`config.mk`:
```
export PLATFORM = sky130hd
export DESIGN_NAME = efficiency_ratio_adaptive_average_unit
export DESIGN_NICKNAME = d
export VERILOG_FILES = /design/src/eraa_pkg.sv /design/src/efficiency_ratio_adaptive_average_unit.sv /design/src/eraa_ram.sv
export SDC_FILE = /design/constraint.sdc
export NUM_CORES = 2
export LEC_CHECK = 0
export BUFFER_PORTS_ARGS = -buffer_cell sky130_fd_sc_hd__buf_4
export CORE_ASPECT_RATIO = 1.4
export CORE_MARGIN = 2
export CORE_UTILIZATION = 45
export CTS_CLUSTER_SIZE = 40
export DETAILED_ROUTE_END_ITERATION = 8
export PLACE_DENSITY = 0.71
export SETUP_SLACK_MARGIN = 0.3
export SKIP_LAST_GASP = 1
export SLEW_MARGIN = 20
export SYNTH_ARGS = -nofsm -noshare
export SYNTH_HDL_FRONTEND = slang
export SYNTH_SLANG_ARGS = --single-unit
```
`constraint.sdc`:
```
create_clock -name clock -period 11.4 [get_ports clock]
set_input_delay 0.57 -clock clock [delete_from_list [all_inputs] [get_ports clock]]
set_output_delay 0.57 -clock clock [all_outputs]
set_load 0.02 [all_outputs]
```
`src/eraa_pkg.sv`:
```
package eraa_pkg;

   // Field widths
   localparam int PRICE_W    = 32;
   localparam int FRAC_W     = 16;
   localparam int AVG_W      = PRICE_W + FRAC_W;
   localparam int LIMIT_W    = 16;
   localparam int ER_W       = LIMIT_W + 1;
   localparam int CSR_IDX_W  = 2;

   localparam int WINDOW_DEF = 10;

   // Limit clamps and reset values, Q0.16; ER_ONE is 1.0 in Q1.16
   localparam logic [LIMIT_W-1:0] FAST_MIN   = 16'd655;
   localparam logic [LIMIT_W-1:0] FAST_MAX   = 16'd64880;
   localparam logic [LIMIT_W-1:0] SLOW_MIN   = 16'd66;
   localparam logic [LIMIT_W-1:0] FAST_RESET = 16'd32768;
   localparam logic [LIMIT_W-1:0] SLOW_RESET = 16'd3277;
   localparam logic [ER_W-1:0]    ER_ONE     = 17'h10000;

   // Serial datapath: signed difference, accumulator, radix-4 digits, divider steps
   localparam int D_W        = AVG_W + 1;
   localparam int ACC_W      = D_W + 4;
   localparam int W_SR_W     = 18;
   localparam int MUL_STEPS  = W_SR_W / 2;
   localparam int DIV_STEPS  = LIMIT_W;
   localparam int STEP_W     = 5;

   typedef enum logic [CSR_IDX_W-1:0] {
      CSR_FAST_LIMIT = 2'd0,
      CSR_SLOW_LIMIT = 2'd1
   } csr_index_type;

   typedef enum logic [3:0] {
      ST_IDLE,
      ST_FETCH,
      ST_SUM,
      ST_DIV_SET,
      ST_DIV,
      ST_ALPHA,
      ST_MUL_SET,
      ST_MUL,
      ST_MUL_END,
      ST_DONE
   } state_type;

endpackage

```
`src/efficiency_ratio_adaptive_average_unit.sv`:
```
// Takes one bar at a time: req_stall stays high from the input transfer until the result
//   is written to the result register, which waits while an earlier result is stalled.
// The work is set by the 16-step restoring divider and two 9-step radix-4 multiplies on
//   one sequencer; a zero or saturated ratio skips the division, a first or restart bar both.
// Reset (synchronous, active high) returns the limits to 0.5 / 0.05, drops the series
//   and empties the result register; history memory needs no clearing pass.
module efficiency_ratio_adaptive_average_unit #(
   parameter int WINDOW = eraa_pkg::WINDOW_DEF
) (
   input  logic                               clock,
   input  logic                               reset,
   input  logic                               req_valid,
   output logic                               req_stall,
   input  logic [eraa_pkg::PRICE_W-1:0]       req_close_price,
   input  logic                               req_restart,
   output logic                               rsp_valid,
   input  logic                               rsp_stall,
   output logic [eraa_pkg::AVG_W-1:0]         rsp_adaptive_average,
   output logic [eraa_pkg::AVG_W-1:0]         rsp_follower_average,
   input  logic                               csr_valid,
   output logic                               csr_ready,
   input  logic [eraa_pkg::CSR_IDX_W-1:0]     csr_index,
   input  logic [eraa_pkg::LIMIT_W-1:0]       csr_wdata
);
   import eraa_pkg::*;

   localparam int POS_W  = $clog2(WINDOW);
   localparam int FILL_W = $clog2(WINDOW + 1);
   localparam int VSUM_W = PRICE_W + $clog2(WINDOW);
   localparam int MEM_W  = 2 * PRICE_W;

   // Sequencer and series state
   state_type              state_ff, state_in;
   logic                   started_ff, started_in;
   logic [POS_W-1:0]       pos_ff, pos_in;
   logic [FILL_W-1:0]      fill_ff, fill_in;
   logic [VSUM_W-1:0]      vsum_ff, vsum_in;
   logic [PRICE_W-1:0]     seed_ff, seed_in;
   logic [PRICE_W-1:0]     prev_ff, prev_in;
   logic [AVG_W-1:0]       adaptive_ff, adaptive_in;
   logic [AVG_W-1:0]       follower_ff, follower_in;

   // Configuration and derived limits
   logic [LIMIT_W-1:0]     fast_ff, fast_in;
   logic [LIMIT_W-1:0]     slow_ff, slow_in;
   logic [LIMIT_W-1:0]     fast_eff_ff, fast_eff_in;
   logic [LIMIT_W-1:0]     slow_eff_ff, slow_eff_in;
   logic [LIMIT_W-1:0]     diff_ff, diff_in;

   // Per-bar working registers
   logic [PRICE_W-1:0]     close_ff, close_in;
   logic                   restart_ff, restart_in;
   logic [PRICE_W-1:0]     change_ff, change_in;
   logic [PRICE_W-1:0]     delta_ff, delta_in;
   logic [VSUM_W-1:0]      rem_ff, rem_in;
   logic [LIMIT_W-1:0]     quot_ff, quot_in;
   logic [ER_W-1:0]        er_ff, er_in;
   logic [LIMIT_W-1:0]     alpha_ff, alpha_in;
   logic [STEP_W-1:0]      step_ff, step_in;
   logic                   phase_ff, phase_in;
   logic signed [D_W-1:0]  d_ff, d_in;
   logic [W_SR_W-1:0]      w_sr_ff, w_sr_in;
   logic                   prev_bit_ff, prev_bit_in;
   logic signed [ACC_W-1:0] acc_ff, acc_in;

   // Result register
   logic                   rsp_valid_ff, rsp_valid_in;
   logic [AVG_W-1:0]       rsp_adaptive_ff, rsp_adaptive_in;
   logic [AVG_W-1:0]       rsp_follower_ff, rsp_follower_in;

   // History memory: {delta, close} per ring slot
   logic                   ram_we;
   logic [MEM_W-1:0]       ram_wdata;
   logic [MEM_W-1:0]       ram_rdata;

   eraa_ram #(
      .WIDTH (MEM_W),
      .DEPTH (WINDOW)
   ) u_history (
      .clock   (clock),
      .wr_en   (ram_we),
      .wr_addr (pos_ff),
      .wr_data (ram_wdata),
      .rd_addr (pos_ff),
      .rd_data (ram_rdata)
   );

   assign req_stall            = (state_ff != ST_IDLE);
   assign csr_ready            = 1'b1;
   assign rsp_valid            = rsp_valid_ff;
   assign rsp_adaptive_average = rsp_adaptive_ff;
   assign rsp_follower_average = rsp_follower_ff;

   always_ff @(posedge clock) begin
      if (reset) begin
         state_ff     <= ST_IDLE;
         started_ff   <= 1'b0;
         pos_ff       <= '0;
         fill_ff      <= '0;
         vsum_ff      <= '0;
         adaptive_ff  <= '0;
         follower_ff  <= '0;
         fast_ff      <= FAST_RESET;
         slow_ff      <= SLOW_RESET;
         rsp_valid_ff <= 1'b0;
      end else begin
         state_ff     <= state_in;
         started_ff   <= started_in;
         pos_ff       <= pos_in;
         fill_ff      <= fill_in;
         vsum_ff      <= vsum_in;
         adaptive_ff  <= adaptive_in;
         follower_ff  <= follower_in;
         fast_ff      <= fast_in;
         slow_ff      <= slow_in;
         rsp_valid_ff <= rsp_valid_in;
      end
      seed_ff         <= seed_in;
      prev_ff         <= prev_in;
      fast_eff_ff     <= fast_eff_in;
      slow_eff_ff     <= slow_eff_in;
      diff_ff         <= diff_in;
      close_ff        <= close_in;
      restart_ff      <= restart_in;
      change_ff       <= change_in;
      delta_ff        <= delta_in;
      rem_ff          <= rem_in;
      quot_ff         <= quot_in;
      er_ff           <= er_in;
      alpha_ff        <= alpha_in;
      step_ff         <= step_in;
      phase_ff        <= phase_in;
      d_ff            <= d_in;
      w_sr_ff         <= w_sr_in;
      prev_bit_ff     <= prev_bit_in;
      acc_ff          <= acc_in;
      rsp_adaptive_ff <= rsp_adaptive_in;
      rsp_follower_ff <= rsp_follower_in;
   end

   always_comb begin
      logic                    fill_full;
      logic [PRICE_W-1:0]      ref_price;
      logic [PRICE_W-1:0]      old_delta;
      logic [PRICE_W-1:0]      delta_v;
      logic [LIMIT_W-1:0]      slow_raised;
      logic [VSUM_W:0]         rem2;
      logic [LIMIT_W-1:0]      quot_next;
      logic [LIMIT_W+ER_W-1:0] prod;
      logic [ER_W-1:0]         alpha_sum;
      logic [AVG_W-1:0]        x_v;
      logic [AVG_W-1:0]        y_v;
      logic [2:0]              digit;
      logic                    dig_neg;
      logic                    dig_one;
      logic                    dig_two;
      logic signed [ACC_W-1:0] d_ext;
      logic signed [ACC_W-1:0] mag;
      logic signed [ACC_W-1:0] addend;
      logic signed [ACC_W-1:0] acc_sum;
      logic signed [ACC_W-1:0] res_sum;

      state_in        = state_ff;
      started_in      = started_ff;
      pos_in          = pos_ff;
      fill_in         = fill_ff;
      vsum_in         = vsum_ff;
      seed_in         = seed_ff;
      prev_in         = prev_ff;
      adaptive_in     = adaptive_ff;
      follower_in     = follower_ff;
      fast_in         = fast_ff;
      slow_in         = slow_ff;
      close_in        = close_ff;
      restart_in      = restart_ff;
      change_in       = change_ff;
      delta_in        = delta_ff;
      rem_in          = rem_ff;
      quot_in         = quot_ff;
      er_in           = er_ff;
      alpha_in        = alpha_ff;
      step_in         = step_ff;
      phase_in        = phase_ff;
      d_in            = d_ff;
      w_sr_in         = w_sr_ff;
      prev_bit_in     = prev_bit_ff;
      acc_in          = acc_ff;
      rsp_valid_in    = rsp_valid_ff;
      rsp_adaptive_in = rsp_adaptive_ff;
      rsp_follower_in = rsp_follower_ff;
      ram_we          = 1'b0;

      // Ring slot holds real history only once a full window has passed since the seed;
      // before that the slot stands for the seed close with no change.
      fill_full = (fill_ff == FILL_W'(WINDOW));
      ref_price = fill_full ? ram_rdata[PRICE_W-1:0] : seed_ff;
      old_delta = fill_full ? ram_rdata[MEM_W-1:PRICE_W] : '0;
      delta_v   = (close_ff >= prev_ff) ? close_ff - prev_ff : prev_ff - close_ff;
      ram_wdata = {delta_v, close_ff};

      // Clamp the limits continuously; the user must change config only while idle, the block does not enforce it
      if (fast_ff < FAST_MIN) begin
         fast_eff_in = FAST_MIN;
      end else if (fast_ff > FAST_MAX) begin
         fast_eff_in = FAST_MAX;
      end else begin
         fast_eff_in = fast_ff;
      end
      slow_raised = (slow_ff < SLOW_MIN) ? SLOW_MIN : slow_ff;
      slow_eff_in = (slow_raised > fast_eff_ff) ? fast_eff_ff : slow_raised;
      diff_in     = fast_eff_ff - slow_eff_ff;

      rem2      = {rem_ff, 1'b0};
      quot_next = {quot_ff[LIMIT_W-2:0], (rem2 >= {1'b0, vsum_ff})};

      prod      = (LIMIT_W+ER_W)'(diff_ff) * (LIMIT_W+ER_W)'(er_ff);
      alpha_sum = {1'b0, slow_eff_ff} + prod[LIMIT_W+ER_W-1:LIMIT_W];

      // Blend operands: adaptive pass, then follower pass
      if (!phase_ff) begin
         x_v = {close_ff, FRAC_W'(0)};
         y_v = adaptive_ff;
      end else begin
         x_v = adaptive_ff;
         y_v = follower_ff;
      end

      // Radix-4 recoded digit of the weight
      digit   = {w_sr_ff[1:0], prev_bit_ff};
      dig_neg = digit[2] & ~(digit[1] & digit[0]);
      dig_one = digit[1] ^ digit[0];
      dig_two = (digit[2] ^ digit[1]) & (digit[1] ~^ digit[0]);
      d_ext   = $signed({{(ACC_W-D_W){d_ff[D_W-1]}}, d_ff});
      if (dig_two) begin
         mag = d_ext <<< 1;
      end else if (dig_one) begin
         mag = d_ext;
      end else begin
         mag = '0;
      end
      addend  = dig_neg ? -mag : mag;
      acc_sum = acc_ff + addend;
      res_sum = $signed({{(ACC_W-AVG_W){1'b0}}, y_v}) + acc_ff;

      // Release the result register on transfer
      if (rsp_valid_ff && !rsp_stall) begin
         rsp_valid_in = 1'b0;
      end

      if (csr_valid) begin
         case (csr_index)
            CSR_FAST_LIMIT: fast_in = csr_wdata;
            CSR_SLOW_LIMIT: slow_in = csr_wdata;
            default: ;
         endcase
      end

      case (state_ff)
         ST_IDLE: begin
            if (req_valid) begin
               close_in   = req_close_price;
               restart_in = req_restart;
               state_in   = ST_FETCH;
            end
         end

         ST_FETCH: begin
            if (!started_ff || restart_ff) begin
               // First bar of a series: seed both averages, restart the ring
               seed_in     = close_ff;
               prev_in     = close_ff;
               vsum_in     = '0;
               fill_in     = '0;
               pos_in      = POS_W'(1);
               started_in  = 1'b1;
               adaptive_in = {close_ff, FRAC_W'(0)};
               follower_in = {close_ff, FRAC_W'(0)};
               state_in    = ST_DONE;
            end else begin
               change_in = (close_ff >= ref_price) ? close_ff - ref_price
                                                   : ref_price - close_ff;
               delta_in  = delta_v;
               vsum_in   = vsum_ff - VSUM_W'(old_delta);
               ram_we    = 1'b1;
               prev_in   = close_ff;
               pos_in    = (pos_ff == POS_W'(WINDOW - 1)) ? '0 : pos_ff + 1'b1;
               if (!fill_full) begin
                  fill_in = fill_ff + 1'b1;
               end
               state_in  = ST_SUM;
            end
         end

         ST_SUM: begin
            vsum_in  = vsum_ff + VSUM_W'(delta_ff);
            state_in = ST_DIV_SET;
         end

         ST_DIV_SET: begin
            if (vsum_ff == '0) begin
               er_in    = '0;
               state_in = ST_ALPHA;
            end else if (VSUM_W'(change_ff) >= vsum_ff) begin
               er_in    = ER_ONE;
               state_in = ST_ALPHA;
            end else begin
               rem_in   = VSUM_W'(change_ff);
               quot_in  = '0;
               step_in  = '0;
               state_in = ST_DIV;
            end
         end

         ST_DIV: begin
            // One quotient bit per cycle
            if (rem2 >= {1'b0, vsum_ff}) begin
               rem_in = VSUM_W'(rem2 - {1'b0, vsum_ff});
            end else begin
               rem_in = rem2[VSUM_W-1:0];
            end
            quot_in = quot_next;
            step_in = step_ff + 1'b1;
            if (step_ff == STEP_W'(DIV_STEPS - 1)) begin
               er_in    = {1'b0, quot_next};
               state_in = ST_ALPHA;
            end
         end

         ST_ALPHA: begin
            alpha_in = alpha_sum[LIMIT_W-1:0];
            phase_in = 1'b0;
            state_in = ST_MUL_SET;
         end

         ST_MUL_SET: begin
            d_in        = $signed({1'b0, x_v}) - $signed({1'b0, y_v});
            w_sr_in     = phase_ff ? W_SR_W'(alpha_ff[LIMIT_W-1:1]) : W_SR_W'(alpha_ff);
            prev_bit_in = 1'b0;
            acc_in      = '0;
            step_in     = '0;
            state_in    = ST_MUL;
         end

         ST_MUL: begin
            // Add one digit, drop two product bits; last digit is added unshifted
            if (step_ff == STEP_W'(MUL_STEPS - 1)) begin
               acc_in   = acc_sum;
               state_in = ST_MUL_END;
            end else begin
               acc_in      = acc_sum >>> 2;
               w_sr_in     = w_sr_ff >> 2;
               prev_bit_in = w_sr_ff[1];
               step_in     = step_ff + 1'b1;
            end
         end

         ST_MUL_END: begin
            if (!phase_ff) begin
               adaptive_in = res_sum[AVG_W-1:0];
               phase_in    = 1'b1;
               state_in    = ST_MUL_SET;
            end else begin
               follower_in = res_sum[AVG_W-1:0];
               state_in    = ST_DONE;
            end
         end

         ST_DONE: begin
            // Hold until the result register is free
            if (!rsp_valid_ff || !rsp_stall) begin
               rsp_valid_in    = 1'b1;
               rsp_adaptive_in = adaptive_ff;
               rsp_follower_in = follower_ff;
               state_in        = ST_IDLE;
            end
         end

         default: begin
            state_in = ST_IDLE;
         end
      endcase
   end

endmodule

```
`src/eraa_ram.sv`:
```
module eraa_ram #(
   parameter int WIDTH = 64,
   parameter int DEPTH = 10
) (
   input  logic                     clock,
   input  logic                     wr_en,
   input  logic [$clog2(DEPTH)-1:0] wr_addr,
   input  logic [WIDTH-1:0]         wr_data,
   input  logic [$clog2(DEPTH)-1:0] rd_addr,
   output logic [WIDTH-1:0]         rd_data
);

   logic [WIDTH-1:0] mem_ff [DEPTH];

   always_ff @(posedge clock) begin
      if (wr_en) begin
         mem_ff[wr_addr] <= wr_data;
      end
      rd_data <= mem_ff[rd_addr];
   end

endmodule

```
==> impl_metrics.yaml <==
detailed_routing:
  drtAntennaViolNets: 0
  vias_per_cell: 5.88
  wl_per_cell_um: 23.1
  via_count: 62500
  wl_um: 245000
  dr.pass1.iters: 8
  route.detailed.drc: 0
  drt_iter0_drc: 5621
worst_setup_path:
  start_kind: "flop"
  crit_arrival_ns: 9.15
  rrSetupSlack_ns: 2.80
  endpoint_kind: "flop"
  r2r-start: "er_ff[10]"
  crit_slowest_cell: "edfxtp_1"
  r2r_end: "alpha_ff[14]"
  required_ns: 11.95
  cp_max_fo: 16
  criticalPathCategory: "reg2reg"
  cpPeakStageDelay_ns: 0.79
  cp_common_cell: "fa_1"
  ff2ff_path_depth: 30
finish:
  nFillCells: 16600
  ff_latch_area_mm2: 0.0390
  area_growth_pct: 10.8
  final_cell_mix: "1106 x edfxtp_1, 804 x nand2_1, 629 x a21oi_1"
  layout-drive-gt1-share_pct: 9.19
  final_util_pct: 50.2
  final_common_cell: "edfxtp_1"
  fin_nets: 8884
  multi_input_area_mm2: 0.0425
timing:
  hold_viol_final: 0
  maxSlewViolCount: 0
  slew_headroom_pct: 18.3
  setup_violations: 0
  setup_tns_ns: 0
  final.setup_skew_ns: 0.0429
  worst_pin_slew_ns: 1.22
  max_freq_mhz: 116
  rsz0062_at_grt: "false"
  timing.final.crit_share_pct: 75.5
  fin_crit_ns: 8.60
synthesis:
  synth-async-reset-ratio_pct: 0
  synth.largest_area_cell: "edfxtp_1"
  netlist_area_mm2: 0.0849
  synth_edf_count: 1106
  yosysWarningCount: 0
  synthesis.nets: 8796
  yosys_most_used_dff: "edfxtp_1"
  synth_compound_area_share_pct: 14.5
  synth_fa_ha_area_share_pct: 13.3
  synth_top_family_by_area: "compound AO/OA/AOI/OAI gates"
  synth_area_per_cell_um2: 10.7
  synthXorXnorAreaFrac_pct: 3.67
  synthSimpleGateAreaFrac_pct: 11.8
  ys_types: 89
  syn_inst: 7965
  yosysSeqAreaShare_pct: 46.0
  synth.area.top_cells: "edfxtp_1 39%, ha_1 8.2%, dfxtp_1 6.8%"
  synth_mux_area_share_pct: 6.36
  synth_top_area_share_pct: 39.1
  ys_ff_latch: 1396
clock_network:
  clock_path_buffers: 3
  cts_tree: "built"
  cts-resized-gates: 0
  clk_pin_slew_ns: 0.07
  cts.sinks: 1396
  cts_max_level: 4
  root_buffer: "clkbuf_16"
  insertion_delay_ns: 0.83
  cts_buffers: 138
  cts_setup_buffers: 0
min_path:
  hold_start: "reset"
  hold_class: "in2reg"
  min_path_cells: 2
  holdPathEnd: "follower_ff[12]"
floorplanning:
  die_w_um: 371
  top_level_ports: 155
  core-area_mm2: 0.187
  initial_core_util_pct: 45.3
  die_h_um: 518
  num_rows: 188
  dieArea_mm2: 0.192
global_routing:
  grt_use_total_pct: 25.1
  antenna_found_initial: 5
  grt_pass1_wl_um: 371000
  grt_max_degree: 128
  grt-ovfl-total: 0
  grt_pass1_vias: 63100
place:
  dp_hpwl_um: 180000
  gp_congestion: 0.956
  portBuffers: 153
run:
  maxCapViolCount: 0
run_status:
  outcome: "finished, final reports clean"
-- layout make-up --
type / instances / area share [%]
well taps: 2470 / 3.29
clock buffers: 186 / 4.01
diodes: 1 / 0.00266
clock inverters: 70 / 0.870
inverters: 602 / 2.40
multi-input cells: 5583 / 45.1
repair buffers: 332 / 2.81
flip-flops and latches: 1396 / 41.5
-- through the flow --
step           instance area (um2)  std cells  setup slack [ns]  hold WS [ns]
2_1_floorplan                84900       7965              3.18         0.424
3_3_place_gp                 89000      10300              2.88         0.372
3_5_place_dp                 89000      10300              2.79         0.369
4_1_cts                      94100      10600              2.75         0.138
5_1_grt                      94100      10600              2.27         0.178
6_report                     94100      10600              2.80         0.216
-- cell usage after synthesis (all sizes together) (56+ instances only) --
cell type and number:
a31oi 56, clkbuf 337, xor2 123, fa 218
nand2 808, nor2 430, xnor2 233, o21ai 424
mux2i 220, inv 601, a21oi 630, dfxtp 290
o21bai 73, nand4 76, mux4 128, and3 76
nor2b 56, ha 557, a211oi 180, and2 235
nand3 115, nor3 129, edfxtp 1106, a21o 188
o21a 60
-- sequential cells by signal (all words and copies together) (netlist names), 17 cells and up --
name and flops:
acc_ff 53, adaptive_ff 48, change_ff 32, close_ff 32, d_ff 49, delta_ff 32
er_ff 17, follower_ff 48, prev_ff 32, rem_ff 36, rsp_adaptive_average 48, rsp_follower_average 48
seed_ff 32, u_history.mem_ff 640, u_history.rd_data 64, vsum_ff 36
-- critical path, delay by kind of cell, from the launching register on --
kind,cells,cell delay (ns)
XOR/XNOR,2,0.24
AO/OA/AOI/OAI,15,3.03
adder cells (fa/ha/maj),8,3.87
flip-flops,1,0.79
buffers and inverters,3,0.16
AND/OR/NAND/NOR,2,0.28
-- cell families after synthesis --
group | count (synthesis)
other | 1
AND/OR/NAND/NOR | 2117
flip-flops | 1396
AO/OA/AOI/OAI | 1958
buffers and inverters | 986
adder cells (fa/ha/maj) | 775
XOR/XNOR | 356
multiplexers | 376
-- routing by layer --
layer / track usage, % / vias to the layer above / part of all wire [%]
li1: - / 29100 / -
met1: 30.3 / 30700 / 39
met2: 43.8 / 2172 / 50
met3: 3.00 / 572 / 5.5
met4: 12.9 / 2 / 5.6
met5: 0 / - / 0.0029
-- worst max path at each step --
stage	start	endpoint	slack (ns)	depth (start not counted)
final	er_ff[10]	alpha_ff[14]	2.80	30
after global routing	diff_ff[9]	alpha_ff[15]	2.27	29
after floorplan	pos_ff[0]	u_history.mem_ff[8][0]	3.18	6
after detailed placement	diff_ff[9]	alpha_ff[15]	2.79	29
after CTS	diff_ff[9]	alpha_ff[15]	2.75	29
after global placement	er_ff[5]	alpha_ff[15]	2.88	29
-- repair_timing --
action	4_1_cts	5_1_grt
hold buffers	49	0
setup endpoints to repair	0	0
endpoints found under the hold margin	62	0
Power is not shown: default switching activity piles up to over one toggle a cycle in this logic, so the estimate is an artifact.
